### src/hw/rtl/assert_macros.svh
// assertion macros shared by the rtl
`ifndef ASSERT_MACROS_SVH
`define ASSERT_MACROS_SVH

// implication checked on every clock edge outside reset
`define ASSERT_IMPL(label, clk, rst_n, ante, cons) \
  label: assert property (@(posedge clk) disable iff (!rst_n) (ante) |-> (cons)) \
    else $error("assertion failed");

// implication whose consequent is checked in the cycle after the antecedent
`define ASSERT_NEXT(label, clk, rst_n, ante, cons) \
  label: assert property (@(posedge clk) disable iff (!rst_n) (ante) |=> (cons)) \
    else $error("assertion failed");

`endif

### src/hw/rtl/grs_pkg.sv
// package: types, constants and codes of the graph search block
`default_nettype none
package grs_pkg;
  localparam int unsigned NodeCountDef = 64;
  localparam int unsigned MaxDegreeDef = 8;
  localparam int unsigned NodeW = 6;
  localparam int unsigned OpW = 2;
  localparam int unsigned StatusW = 3;
  localparam int unsigned ExplW = 7;

  localparam logic [OpW-1:0] OP_ADD = 2'd0;
  localparam logic [OpW-1:0] OP_DFS = 2'd1;
  localparam logic [OpW-1:0] OP_BFS = 2'd2;
  // also runs breadth-first
  localparam logic [OpW-1:0] OP_BFS_ALT = 2'd3;

  localparam logic [StatusW-1:0] ST_ADDED = 3'd0;
  localparam logic [StatusW-1:0] ST_EXISTED = 3'd1;
  localparam logic [StatusW-1:0] ST_FULL = 3'd2;
  localparam logic [StatusW-1:0] ST_FOUND = 3'd3;
  localparam logic [StatusW-1:0] ST_MISSING = 3'd4;
  localparam logic [StatusW-1:0] ST_UNREACH = 3'd5;

  // controller to datapath
  typedef struct packed {
    logic load;       // capture request
    logic deg_cap;    // register origin out-degree
    logic clr_start;  // start visited clear sweep
    logic clr_step;   // clear one visited entry
    logic deg_clr;    // clear one out-degree entry
    logic init;       // mark start visited, push start
    logic pop;        // pop frontier
    logic pop_rd;     // register popped node, read its out-degree
    logic nb_start;   // register out-degree, reset neighbor index
    logic nb_rd;      // issue adjacency read
    logic nb_eval;    // check neighbor against target, read visited
    logic nb_vis;     // mark and push neighbor
    logic chk_rd;     // add-edge: read entry
    logic chk_eval;   // add-edge: compare entry
    logic append;     // write new edge
  } grs_cmd_t;

  // datapath to controller
  typedef struct packed {
    logic is_add;
    logic src_range_ok;
    logic dst_range_ok;
    logic src_exists;
    logic src_eq_dst;
    logic deg_full;
    logic clr_done;
    logic front_empty;
    logic nb_done;
    logic hit;
    logic chk_done;
    logic chk_match;
  } grs_stat_t;
endpackage
`default_nettype wire

### src/hw/rtl/grs_ram.sv
// generic single port write, single read port ram with registered read
`default_nettype none
module grs_ram #(
  parameter int unsigned Width = 8,
  parameter int unsigned Depth = 16
) (
  input  wire logic                     clk_i,
  input  wire logic                     we_i,
  input  wire logic [$clog2(Depth)-1:0] waddr_i,
  input  wire logic [Width-1:0]         wdata_i,
  input  wire logic [$clog2(Depth)-1:0] raddr_i,
  output logic      [Width-1:0]         rdata_o
);
  logic [Width-1:0] mem_q [Depth];

  always_ff @(posedge clk_i) begin
    if (we_i) mem_q[waddr_i] <= wdata_i;
    rdata_o <= mem_q[raddr_i];
  end
endmodule
`default_nettype wire

### src/hw/rtl/grs_datapath.sv
// datapath: graph store, visited map, frontier and counters
`default_nettype none
module grs_datapath #(
  parameter int unsigned NodeCount = 64,
  parameter int unsigned MaxDegree = 8
) (
  input  wire logic                   clk_i,
  input  wire logic                   rst_ni,
  input  wire grs_pkg::grs_cmd_t      cmd_i,
  input  wire logic [grs_pkg::OpW-1:0]   opcode_i,
  input  wire logic [grs_pkg::NodeW-1:0] src_node_i,
  input  wire logic [grs_pkg::NodeW-1:0] dst_node_i,
  output grs_pkg::grs_stat_t          stat_o,
  output logic [grs_pkg::ExplW-1:0]   explored_o
);
  import grs_pkg::*;

  localparam int unsigned IdxW = (NodeCount > 1) ? $clog2(NodeCount) : 1;
  localparam int unsigned DegW = $clog2(MaxDegree + 1);
  localparam int unsigned AdjAw = $clog2(NodeCount * MaxDegree);
  localparam int unsigned FtW = $clog2(NodeCount + 1);

  logic [OpW-1:0]   op_q;
  logic [NodeW-1:0] src_q, dst_q;
  logic [DegW-1:0]  src_deg_q;
  logic [IdxW:0]    clr_q;
  logic [FtW-1:0]   head_q, tail_q;
  logic [ExplW-1:0] cnt_q;
  logic [NodeW-1:0] node_q;
  logic [NodeW-1:0] nb_q;
  logic [DegW-1:0]  ndeg_q;
  logic [DegW-1:0]  k_q;
  logic             hit_q;

  logic [NodeW-1:0] adj_rdata, fr_rdata;
  logic             adj_we, fr_we;
  logic [AdjAw-1:0] adj_waddr, adj_raddr;
  logic [NodeW-1:0] adj_wdata, fr_wdata;
  logic [IdxW-1:0]  fr_waddr, fr_raddr;
  logic             deg_we;
  logic [IdxW-1:0]  deg_waddr, deg_raddr;
  logic [DegW-1:0]  deg_wdata, deg_rdata;
  logic             vis_we;
  logic [IdxW-1:0]  vis_waddr, vis_raddr;
  logic             vis_wdata, vis_rdata;
  logic [IdxW-1:0]  src_idx, node_idx, clr_idx;
  logic             lifo;
  logic             push_ok;
  logic [FtW-1:0]   pop_pos;

  assign lifo = (op_q == OP_DFS);
  assign src_idx = src_q[IdxW-1:0];
  assign node_idx = node_q[IdxW-1:0];
  assign clr_idx = clr_q[IdxW-1:0];
  assign pop_pos = lifo ? tail_q - FtW'(1) : head_q;
  assign push_ok = cmd_i.nb_vis && !hit_q && (32'(nb_q) < NodeCount) && !vis_rdata
                   && (32'(tail_q) < NodeCount);

  // adjacency memory address: node * degree + k
  always_comb begin
    adj_we = cmd_i.append;
    adj_waddr = AdjAw'(src_idx * MaxDegree) + AdjAw'(src_deg_q);
    adj_wdata = dst_q;
    if (cmd_i.chk_rd) begin
      adj_raddr = AdjAw'(src_idx * MaxDegree) + AdjAw'(k_q);
    end else begin
      adj_raddr = AdjAw'(node_idx * MaxDegree) + AdjAw'(k_q);
    end
  end

  always_comb begin
    deg_we = cmd_i.deg_clr || cmd_i.append;
    deg_waddr = cmd_i.deg_clr ? clr_idx : src_idx;
    deg_wdata = cmd_i.deg_clr ? '0 : src_deg_q + DegW'(1);
    deg_raddr = cmd_i.pop_rd ? fr_rdata[IdxW-1:0] : src_idx;
  end

  always_comb begin
    vis_we = 1'b0;
    vis_waddr = clr_idx;
    vis_wdata = 1'b0;
    if (cmd_i.clr_step) begin
      vis_we = 1'b1;
    end else if (cmd_i.init) begin
      vis_we = 1'b1;
      vis_waddr = src_idx;
      vis_wdata = 1'b1;
    end else if (push_ok) begin
      vis_we = 1'b1;
      vis_waddr = nb_q[IdxW-1:0];
      vis_wdata = 1'b1;
    end
    vis_raddr = adj_rdata[IdxW-1:0];
  end

  always_comb begin
    fr_we = 1'b0;
    fr_waddr = tail_q[IdxW-1:0];
    fr_wdata = nb_q;
    if (cmd_i.init) begin
      fr_we = 1'b1;
      fr_waddr = '0;
      fr_wdata = src_q;
    end else if (push_ok) begin
      fr_we = 1'b1;
    end
    fr_raddr = pop_pos[IdxW-1:0];
  end

  grs_ram #(.Width(NodeW), .Depth(NodeCount * MaxDegree)) u_adj (
    .clk_i(clk_i), .we_i(adj_we), .waddr_i(adj_waddr), .wdata_i(adj_wdata),
    .raddr_i(adj_raddr), .rdata_o(adj_rdata)
  );

  grs_ram #(.Width(NodeW), .Depth(NodeCount)) u_front (
    .clk_i(clk_i), .we_i(fr_we), .waddr_i(fr_waddr), .wdata_i(fr_wdata),
    .raddr_i(fr_raddr), .rdata_o(fr_rdata)
  );

  grs_ram #(.Width(DegW), .Depth(NodeCount)) u_deg (
    .clk_i(clk_i), .we_i(deg_we), .waddr_i(deg_waddr), .wdata_i(deg_wdata),
    .raddr_i(deg_raddr), .rdata_o(deg_rdata)
  );

  grs_ram #(.Width(1), .Depth(NodeCount)) u_vis (
    .clk_i(clk_i), .we_i(vis_we), .waddr_i(vis_waddr), .wdata_i(vis_wdata),
    .raddr_i(vis_raddr), .rdata_o(vis_rdata)
  );

  always_ff @(posedge clk_i or negedge rst_ni) begin
    if (!rst_ni) begin
      src_deg_q <= '0;
      clr_q <= '0;
      head_q <= '0;
      tail_q <= '0;
      cnt_q <= '0;
      k_q <= '0;
      hit_q <= 1'b0;
      op_q <= '0;
      src_q <= '0;
      dst_q <= '0;
      node_q <= '0;
      nb_q <= '0;
      ndeg_q <= '0;
    end else begin
      if (cmd_i.load) begin
        op_q <= opcode_i;
        src_q <= src_node_i;
        dst_q <= dst_node_i;
        k_q <= '0;
        hit_q <= 1'b0;
        cnt_q <= '0;
      end
      if (cmd_i.deg_cap) src_deg_q <= deg_rdata;
      if (cmd_i.clr_start) clr_q <= '0;
      if (cmd_i.clr_step) clr_q <= clr_q + 1'b1;
      if (cmd_i.init) begin
        head_q <= '0;
        tail_q <= FtW'(1);
        cnt_q <= '0;
      end
      if (cmd_i.pop) begin
        if (lifo) tail_q <= tail_q - FtW'(1);
        else head_q <= head_q + FtW'(1);
        cnt_q <= cnt_q + 1'b1;
      end
      if (cmd_i.pop_rd) node_q <= fr_rdata;
      if (cmd_i.nb_start) begin
        k_q <= '0;
        ndeg_q <= (32'(node_q) < NodeCount) ? deg_rdata : '0;
      end
      if (cmd_i.nb_rd) k_q <= k_q + 1'b1;
      if (cmd_i.nb_eval) begin
        nb_q <= adj_rdata;
        if (adj_rdata == dst_q) hit_q <= 1'b1;
      end
      if (push_ok) tail_q <= tail_q + FtW'(1);
      if (cmd_i.chk_rd) k_q <= k_q + 1'b1;
      if (cmd_i.chk_eval && adj_rdata == dst_q) hit_q <= 1'b1;
    end
  end

  always_comb begin
    stat_o.is_add = (op_q == OP_ADD);
    stat_o.src_range_ok = (32'(src_q) < NodeCount);
    stat_o.dst_range_ok = (32'(dst_q) < NodeCount);
    stat_o.src_exists = stat_o.src_range_ok && (deg_rdata != '0);
    stat_o.src_eq_dst = (src_q == dst_q);
    stat_o.deg_full = stat_o.src_range_ok && (32'(src_deg_q) >= MaxDegree);
    stat_o.clr_done = (32'(clr_q) >= NodeCount);
    stat_o.front_empty = !(head_q < tail_q);
    stat_o.nb_done = (k_q >= ndeg_q);
    stat_o.hit = hit_q;
    stat_o.chk_done = stat_o.src_range_ok ? (k_q >= src_deg_q) : 1'b1;
    stat_o.chk_match = hit_q;
  end

  assign explored_o = cnt_q;
endmodule
`default_nettype wire

### src/hw/rtl/grs_ctrl.sv
// controller: sequences add-edge and search requests
`default_nettype none
module grs_ctrl (
  input  wire logic                   clk_i,
  input  wire logic                   rst_ni,
  input  wire logic                   in_valid_i,
  output logic                        in_stall_o,
  output logic                        out_valid_o,
  input  wire logic                   out_stall_i,
  input  wire grs_pkg::grs_stat_t     stat_i,
  input  wire logic [grs_pkg::ExplW-1:0] cnt_i,
  output grs_pkg::grs_cmd_t           cmd_o,
  output logic [grs_pkg::StatusW-1:0] status_o,
  output logic [grs_pkg::ExplW-1:0]   explored_o
);
  import grs_pkg::*;

  typedef enum logic [3:0] {
    S_BOOT, S_IDLE, S_SRC_RD, S_DECIDE, S_CHK_RD, S_CHK_EVAL, S_CLEAR, S_INIT, S_POP,
    S_POP_RD, S_NB_LD, S_NB_RD, S_NB_EVAL, S_NB_VIS, S_DONE
  } state_e;

  state_e state_q;
  logic   busy;

  assign busy = (state_q != S_IDLE) || (out_valid_o && out_stall_i);
  assign in_stall_o = busy;

  always_comb begin
    cmd_o = '0;
    cmd_o.load = (state_q == S_IDLE) && in_valid_i && !busy;
    unique case (state_q)
      S_BOOT: begin
        cmd_o.clr_step = !stat_i.clr_done;
        cmd_o.deg_clr = !stat_i.clr_done;
      end
      S_DECIDE: begin
        cmd_o.clr_start = !stat_i.is_add;
        cmd_o.deg_cap = 1'b1;
      end
      S_CHK_RD: cmd_o.chk_rd = !stat_i.chk_done;
      S_CHK_EVAL: cmd_o.chk_eval = 1'b1;
      S_CLEAR: cmd_o.clr_step = !stat_i.clr_done;
      S_INIT: cmd_o.init = 1'b1;
      S_POP: cmd_o.pop = !stat_i.front_empty;
      S_POP_RD: cmd_o.pop_rd = 1'b1;
      S_NB_LD: cmd_o.nb_start = 1'b1;
      S_NB_RD: cmd_o.nb_rd = !stat_i.nb_done;
      S_NB_EVAL: cmd_o.nb_eval = 1'b1;
      S_NB_VIS: cmd_o.nb_vis = 1'b1;
      S_DONE: cmd_o.append = stat_i.is_add && stat_i.src_range_ok && stat_i.dst_range_ok
                             && !stat_i.chk_match && !stat_i.deg_full;
      default: ;
    endcase
  end

  always_ff @(posedge clk_i or negedge rst_ni) begin
    if (!rst_ni) begin
      state_q <= S_BOOT;
      out_valid_o <= 1'b0;
      status_o <= ST_ADDED;
      explored_o <= '0;
    end else begin
      if (out_valid_o && !out_stall_i) out_valid_o <= 1'b0;
      unique case (state_q)
        S_BOOT: if (stat_i.clr_done) state_q <= S_IDLE;
        S_IDLE: if (cmd_o.load) state_q <= S_SRC_RD;
        S_SRC_RD: state_q <= S_DECIDE;
        S_DECIDE: begin
          if (stat_i.is_add) begin
            state_q <= S_CHK_RD;
          end else if (!stat_i.src_exists) begin
            status_o <= ST_MISSING;
            explored_o <= '0;
            state_q <= S_DONE;
          end else if (stat_i.src_eq_dst) begin
            status_o <= ST_FOUND;
            explored_o <= ExplW'(1);
            state_q <= S_DONE;
          end else begin
            state_q <= S_CLEAR;
          end
        end
        S_CHK_RD: begin
          if (stat_i.chk_done || stat_i.chk_match) begin
            explored_o <= '0;
            if (!stat_i.src_range_ok || !stat_i.dst_range_ok) status_o <= ST_FULL;
            else if (stat_i.chk_match) status_o <= ST_EXISTED;
            else if (stat_i.deg_full) status_o <= ST_FULL;
            else status_o <= ST_ADDED;
            state_q <= S_DONE;
          end else begin
            state_q <= S_CHK_EVAL;
          end
        end
        S_CHK_EVAL: state_q <= S_CHK_RD;
        S_CLEAR: if (stat_i.clr_done) state_q <= S_INIT;
        S_INIT: state_q <= S_POP;
        S_POP: begin
          if (stat_i.front_empty) begin
            status_o <= ST_UNREACH;
            explored_o <= '0;
            state_q <= S_DONE;
          end else begin
            state_q <= S_POP_RD;
          end
        end
        S_POP_RD: state_q <= S_NB_LD;
        S_NB_LD: state_q <= S_NB_RD;
        S_NB_RD: begin
          if (stat_i.hit) begin
            status_o <= ST_FOUND;
            explored_o <= cnt_i;
            state_q <= S_DONE;
          end else if (stat_i.nb_done) begin
            state_q <= S_POP;
          end else begin
            state_q <= S_NB_EVAL;
          end
        end
        S_NB_EVAL: state_q <= S_NB_VIS;
        S_NB_VIS: state_q <= S_NB_RD;
        S_DONE: begin
          out_valid_o <= 1'b1;
          state_q <= S_IDLE;
        end
        default: state_q <= S_IDLE;
      endcase
    end
  end
endmodule
`default_nettype wire

### src/hw/rtl/graph_reachability_search.sv
// top level: directed graph store with depth-first and breadth-first search
// add-edge request: the source list is read and compared entry by entry, one request at a time
// search request: a visited clear sweep, then states POP, POP_RD, NB_LD and NB_RD per pop
// and NB_EVAL, NB_VIS and NB_RD per adjacency entry read (single read port rams)
// reset: a clearing pass empties all lists, input stalled meanwhile
`default_nettype none
module graph_reachability_search
  import grs_pkg::*;
#(
  parameter int unsigned NodeCount = grs_pkg::NodeCountDef,
  parameter int unsigned MaxDegree = grs_pkg::MaxDegreeDef
) (
  input  wire logic                          clk_i,
  input  wire logic                          rst_ni,
  input  wire logic                          in_valid_i,
  output logic                               in_stall_o,
  input  wire logic [grs_pkg::OpW-1:0]       opcode_i,
  input  wire logic [grs_pkg::NodeW-1:0]     src_node_i,
  input  wire logic [grs_pkg::NodeW-1:0]     dst_node_i,
  output logic                               out_valid_o,
  input  wire logic                          out_stall_i,
  output logic [grs_pkg::StatusW-1:0]        status_o,
  output logic [grs_pkg::ExplW-1:0]          explored_o
);
`include "assert_macros.svh"

  grs_cmd_t cmd;
  grs_stat_t stat;
  logic [ExplW-1:0] cnt;

  grs_datapath #(.NodeCount(NodeCount), .MaxDegree(MaxDegree)) u_dp (
    .clk_i(clk_i), .rst_ni(rst_ni), .cmd_i(cmd), .opcode_i(opcode_i),
    .src_node_i(src_node_i), .dst_node_i(dst_node_i), .stat_o(stat), .explored_o(cnt)
  );

  grs_ctrl u_ctrl (
    .clk_i(clk_i), .rst_ni(rst_ni), .in_valid_i(in_valid_i), .in_stall_o(in_stall_o),
    .out_valid_o(out_valid_o), .out_stall_i(out_stall_i), .stat_i(stat), .cnt_i(cnt),
    .cmd_o(cmd), .status_o(status_o), .explored_o(explored_o)
  );

  `ASSERT_IMPL(a_explored_zero, clk_i, rst_ni, out_valid_o && status_o != ST_FOUND,
               explored_o == '0)
  `ASSERT_IMPL(a_no_accept_busy, clk_i, rst_ni, out_valid_o && out_stall_i, in_stall_o)
  `ASSERT_NEXT(a_accept_blocks, clk_i, rst_ni, in_valid_i && !in_stall_o, in_stall_o)
endmodule
`default_nettype wire
### config.mk
export PLATFORM = sky130hd
export DESIGN_NAME = graph_reachability_search
export DESIGN_NICKNAME = d
export VERILOG_FILES = /design/src/hw/rtl/grs_pkg.sv /design/src/hw/rtl/grs_ram.sv /design/src/hw/rtl/grs_datapath.sv /design/src/hw/rtl/grs_ctrl.sv /design/src/hw/rtl/graph_reachability_search.sv
export VERILOG_INCLUDE_DIRS = /design/src /design/src/hw/rtl
export SDC_FILE = /design/constraint.sdc
export NUM_CORES = 2
export LEC_CHECK = 0
export ABC_AREA = 1
export ABC_CLOCK_PERIOD_IN_PS = 11500
export BUFFER_PORTS_ARGS = -buffer_cell sky130_fd_sc_hd__buf_4
export CAP_MARGIN = 20
export CORE_MARGIN = 2
export CORE_UTILIZATION = 60
export CTS_BUF_LIST = sky130_fd_sc_hd__clkbuf_16
export DETAILED_ROUTE_END_ITERATION = 16
export PLACE_DENSITY = 0.76
export SYNTH_ARGS = -nofsm -noshare
export SYNTH_HDL_FRONTEND = slang
export SYNTH_SLANG_ARGS = --single-unit
### constraint.sdc
create_clock -name clk_i -period 11.5 [get_ports clk_i]
set_clock_uncertainty 0.2 [all_clocks]
set_input_delay 2.3 -clock clk_i [delete_from_list [all_inputs] [get_ports clk_i]]
set_output_delay 2.3 -clock clk_i [all_outputs]
set_load 0.03 [all_outputs]
==> results.md <==
- The flow ran to the end, and the final reports show no timing, DRC or antenna violations.
- The critical path's most frequent cell is sky130_fd_sc_hd__nand2_1.
- The congestion estimate from routability-driven global placement came to 0.910.
- During placement, the flow inserted port buffers numbering 29.
- The area taken by flip-flops and latches is 116000 um2.
- Setup repair after global routing left no endpoint under its margin.
- The Yosys warning count is 0.
- The area added between synthesis and finish is 8.71%.
- The minimum clock period is between 6 and 7 ns.
- After clock tree synthesis, the setup repair step added 0 buffers.
- The sum of negative setup slack is 0 ns.
- The clock tree from TritonCTS is done.
- Clock tree synthesis inserted a total of 376 buffers.
- The total grt overflow is 0.
- The worst hold path belongs to the class reg2reg.
- The largest single stage delay on the critical path is 0.85 ns.
- The estimated wirelength of the detail-placed design is 234000 um.
- The tool flagged a number of max-cap violations equal to 0.
- The deepest clock path buffer count is 4.
- After clock tree synthesis, the repair step resized 0 gates.
- The number of hold violations in the final report was 0.
- The reg-to-reg critical path startpoint is u_dp.k_q[0].
- The tree is rooted in a sky130_fd_sc_hd__clkbuf_16.
- The total power divided by cell area is around 260 nW/um2.
- Across every metal layer, demand over resource in global routing totals slightly above 30%.
- The origin of the worst setup path is u_dp.k_q[0].
- The total core area is between 200000 and 300000 um2.
- The number of nets with antenna violations after detailed routing is 0.
- The max-slew violation count is 0.
- The filler cell count is 19300.
- The fraction of met3 tracks used by global routing is approximately 6.1%.
- The net count after synthesis is about 15000.
- The worst-margin pin slew is about 1.3 ns.
- The count of clock tree sinks is a little under 4000.
- The worst setup path is launched from a register.
- The die covers approximately 270000 um2.
- The post-layout total power is approximately 46 mW.
- At the end of the flow, the number of nets in the layout was 14400.
- Dividing the final minimum period by the clock period gives between 50% and 60%.
- The critical path contains buffers and inverters numbering 5 combined.
- VDD sags by at most between 200 and 300 uV.
- Traced cell by cell, the critical path runs through inv_8 > ha_1 > nand2_1 > inv_1 > nand2_1 > nand4_4 > o21ai_0 > ha_4 > inv_8 > buf_4 > buf_4 > nand3_1 > nand3_1 > nand2_1 > nand2_1 > nand2_1 > nand2_1 > nand3_1 > nand2_1 > nand2_1 > nand2_1.
- The data arrival time of the critical path is approximately 7.3 ns.
- The number of flops mapped to enable cells by yosys is 3776.
- The detailed router finished its first iteration with roughly 17000 violations.
- Setup violations remaining at the end of the flow were counted as 0.
- In this run, synthesis produced a sequential element count of roughly 3900.
- Cells with a size suffix above 1 make up just under 6% of the layout.
- Entering global routing, the biggest net connects about 230 pins.
- For the worst-skew pair, the clock arrives at the later sink with an insertion delay of 0.95 ns.
- The library cells used most frequently in the layout, excluding fill and tap cells, are sky130_fd_sc_hd__edfxtp_1, sky130_fd_sc_hd__nand2_1, sky130_fd_sc_hd__nor2_1, sky130_fd_sc_hd__nand3_1, sky130_fd_sc_hd__o21ai_0.
- Counting every instance in the synthesized netlist gives approximately 15000.
- After floorplanning, the core was divided into around 190 placement rows.
- The number of placed I/O pins is 30.
- The startpoint identified for the worst hold timing path is u_dp.u_front.rdata_o[5].
- The total placed instance area is roughly 160000 um2.
- The mean area per synthesized cell is between 10 and 15 um2.
- In the routed design, unresolved DRC markers number 0.
- The floorplan step set the die width to roughly 520 um.
- The clock-pin slew reported for the worst setup and hold paths after clock tree synthesis is 0.06 ns.
- The count of hold buffers inserted by post-cts repair is 0.
- The worst setup path is captured at a register.
- The die boundary height is ~520 um.
- In the synthesized netlist the async set-or-reset flop fraction comes to 2.12%.
- The total via count in the routed design is 111000.
- The global-route met1 utilization is around two fifths.
- The H-tree generated during clock tree synthesis spans 5 levels.
- Sequential cells were found to cover a little under three quarters of the synthesized design area.
- The finished layout cell area is approximately 180000 um2.
- The setup check on the worst reg-to-reg path leaves a slack of approximately 4.9 ns.
- The largest individual stage delay along the critical path comes from the cell sky130_fd_sc_hd__buf_4.
- The first-pass GRT wire length is about 630000 um.
- The data required time of the critical path is between 10 and 15 ns.
- The count of cell types in the netlist is between 50 and 60.
- Of all nets on the critical path, the largest fanout is 122.
- The total iterations of the first detailed-routing run is 7.
- The summed instance area of the synthesized netlist is 162000 um2.
- The dominant register cell in the synthesized netlist is sky130_fd_sc_hd__edfxtp_1.
- In the final routed layout, each cell accounts on average for 23.2 um.
- The via count of the first global-routing pass is 105000.
- Leaving out fill and tap cells, the most frequent cell in the layout is sky130_fd_sc_hd__edfxtp_1.
- Once the floorplan was initialized, standard cells occupied between 60 and 70% of the core.
- The multi-input gate area in the final layout is 40800 um2.
- The global-route met2 utilization is 47.0%.
- The critical path class is reg2reg.
- The via-per-instance ratio is roughly 6.1.
- The wire length reported by the detailed router is ~420000 um.
- The worst hold slack across all endpoints is around 0.26 ns.
- The cell type group with the largest total delay on the critical path is buffers and inverters.
- Timing would allow up to 151 MHz.
- The layer flagged by global routing as most heavily used is met2.
- The analysis attributes to cell leakage a power of between 60 and 70 nW.
- Measured against its own limit, the worst slew margin works out to 16.1%.
- The initial antenna violation count is 3.
==> power breakdown <==
group | switching [mW] | internal (mW) | total (mW)
sequential | 0.494 | 17.6 | 18.1
combinational | 12.2 | 3.65 | 15.9
clock | 5.35 | 6.74 | 12.1
==> synthesized netlist by cell type, types with 2 or more instances <==
cell type                  instances  share of area (%)
sky130_fd_sc_hd__nor4_1           10              0.039
sky130_fd_sc_hd__o21a_1            3              0.014
sky130_fd_sc_hd__a21oi_1          22              0.068
sky130_fd_sc_hd__dfxtp_1          17               0.21
sky130_fd_sc_hd__nand2_2           4              0.015
sky130_fd_sc_hd__nor2_2            3              0.012
sky130_fd_sc_hd__o21ai_2           8              0.043
sky130_fd_sc_hd__nand4_1          24              0.092
sky130_fd_sc_hd__o21ai_0        1145                3.5
sky130_fd_sc_hd__ha_1             29               0.22
sky130_fd_sc_hd__buf_1           104               0.24
sky130_fd_sc_hd__nand3_2           2              0.012
sky130_fd_sc_hd__nand3_1        1678                5.2
sky130_fd_sc_hd__nor2_1         2593                6.0
sky130_fd_sc_hd__o311ai_0          4              0.022
sky130_fd_sc_hd__clkbuf_2          2             0.0062
sky130_fd_sc_hd__xor2_1           12              0.065
sky130_fd_sc_hd__or2_2            20              0.077
sky130_fd_sc_hd__o32ai_1           2              0.011
sky130_fd_sc_hd__buf_4            12              0.055
sky130_fd_sc_hd__a31oi_1           2             0.0077
sky130_fd_sc_hd__buf_2           211               0.65
sky130_fd_sc_hd__clkinv_1          6              0.014
sky130_fd_sc_hd__dfrtp_1          82                1.3
sky130_fd_sc_hd__o31ai_1           3              0.014
sky130_fd_sc_hd__nor3_1           18              0.055
sky130_fd_sc_hd__inv_1           459                1.1
sky130_fd_sc_hd__o21bai_1         13              0.060
sky130_fd_sc_hd__clkbuf_1        499                1.2
sky130_fd_sc_hd__o221ai_1         91               0.49
sky130_fd_sc_hd__edfxtp_1       3776                 70
sky130_fd_sc_hd__a22o_1            2              0.011
sky130_fd_sc_hd__o211ai_1         98               0.45
sky130_fd_sc_hd__o22ai_1          33               0.13
sky130_fd_sc_hd__nand2_1        3512                8.1
sky130_fd_sc_hd__buf_6            84               0.58
sky130_fd_sc_hd__xnor2_1           5              0.027
sky130_fd_sc_hd__inv_2            17              0.039
sky130_fd_sc_hd__o21ai_1          35               0.11
==> kinds of logic (layout without fill, tap and decap cells) <==
kind of cell / Yosys count / after routing / synth area share [%]
and+or+nand+nor: 7872 / 7872 / 19.6
DFF: 3875 / 3875 / 71.3
AOI/OAI and AO/OA: 1465 / 1465 / 4.98
buffers and inverters: 1394 / 1368 / 3.80
adders and majority gates: 29 / 29 / 0.223
xor gates and xnor gates: 18 / 18 / 0.102
muxes: 1 / 1 / 0.00616
other: 0 / 1 / 0
==> path summary, 6_finish.rpt <==
path,endpoint,cells after the start
max in group asynchronous,u_dp.k_q[1],2
worst min-delay path,u_dp.node_idx[5],2
worst max-delay path,u_dp.u_adj.rdata_o[3],21
worst max register to register,u_dp.u_adj.rdata_o[3],21
min in group asynchronous,u_ctrl.explored_o[5],1
worst min register to register,u_dp.node_idx[5],2
==> metrics by stage <==
step / setup WS, ns / utilization (%) / cells
3_3_place_gp: 5.18 / 60.9 / 17500
5_1_grt: 4.71 / 65.4 / 18200
4_1_cts: 5.14 / 65.4 / 18200
3_5_place_dp: 5.16 / 60.9 / 17500
6_report: 4.87 / 65.4 / 18200
2_1_floorplan: 3.47 / - / 14700
==> cell type report <==
| class | count | share of cell area (%) |
|---|---|---|
| flip-flops and latches | 3875 | 65.6 |
| multi-input cells | 9385 | 23.1 |
| clock buffers | 379 | 5.37 |
| well taps | 3570 | 2.53 |
| clock inverters | 315 | 1.45 |
| inverters | 482 | 1.04 |
| repair buffers | 192 | 0.919 |
| diodes | 1 | 0.00142 |
==> layer usage <==
layer	share of wire, %	vias to the layer above
li1	-	49900
met4	4.8	2
met5	0.0031	-
met3	12	1093
met1	38	53100
met2	46	6848
==> registers in the layout (all words and copies together) (netlist names), 6 cells and up <==
name                  cells
u_dp.adj_wdata            6
u_dp.u_front.mem_q      384
u_dp.clr_q                7
u_dp.u_front.rdata_o      6
u_dp.tail_q               7
u_dp.u_vis.mem_q         64
u_dp.head_q               7
u_dp.u_adj.mem_q       3072
u_dp.node_idx             6
u_dp.src_idx              6
u_ctrl.explored_o         7
u_dp.u_adj.rdata_o        6
u_dp.nb_q                 6
u_dp.explored_o           7
u_dp.u_deg.mem_q        256
==> tightest hold or removal path, delay by kind of cell (launching register included) <==
| kind | cells | cell delay [ns] |
|---|---|---|
| flip-flops | 1 | 0.30 |
| AND/OR/NAND/NOR | 2 | 0.13 |
(Power assumes the default switching activity.)
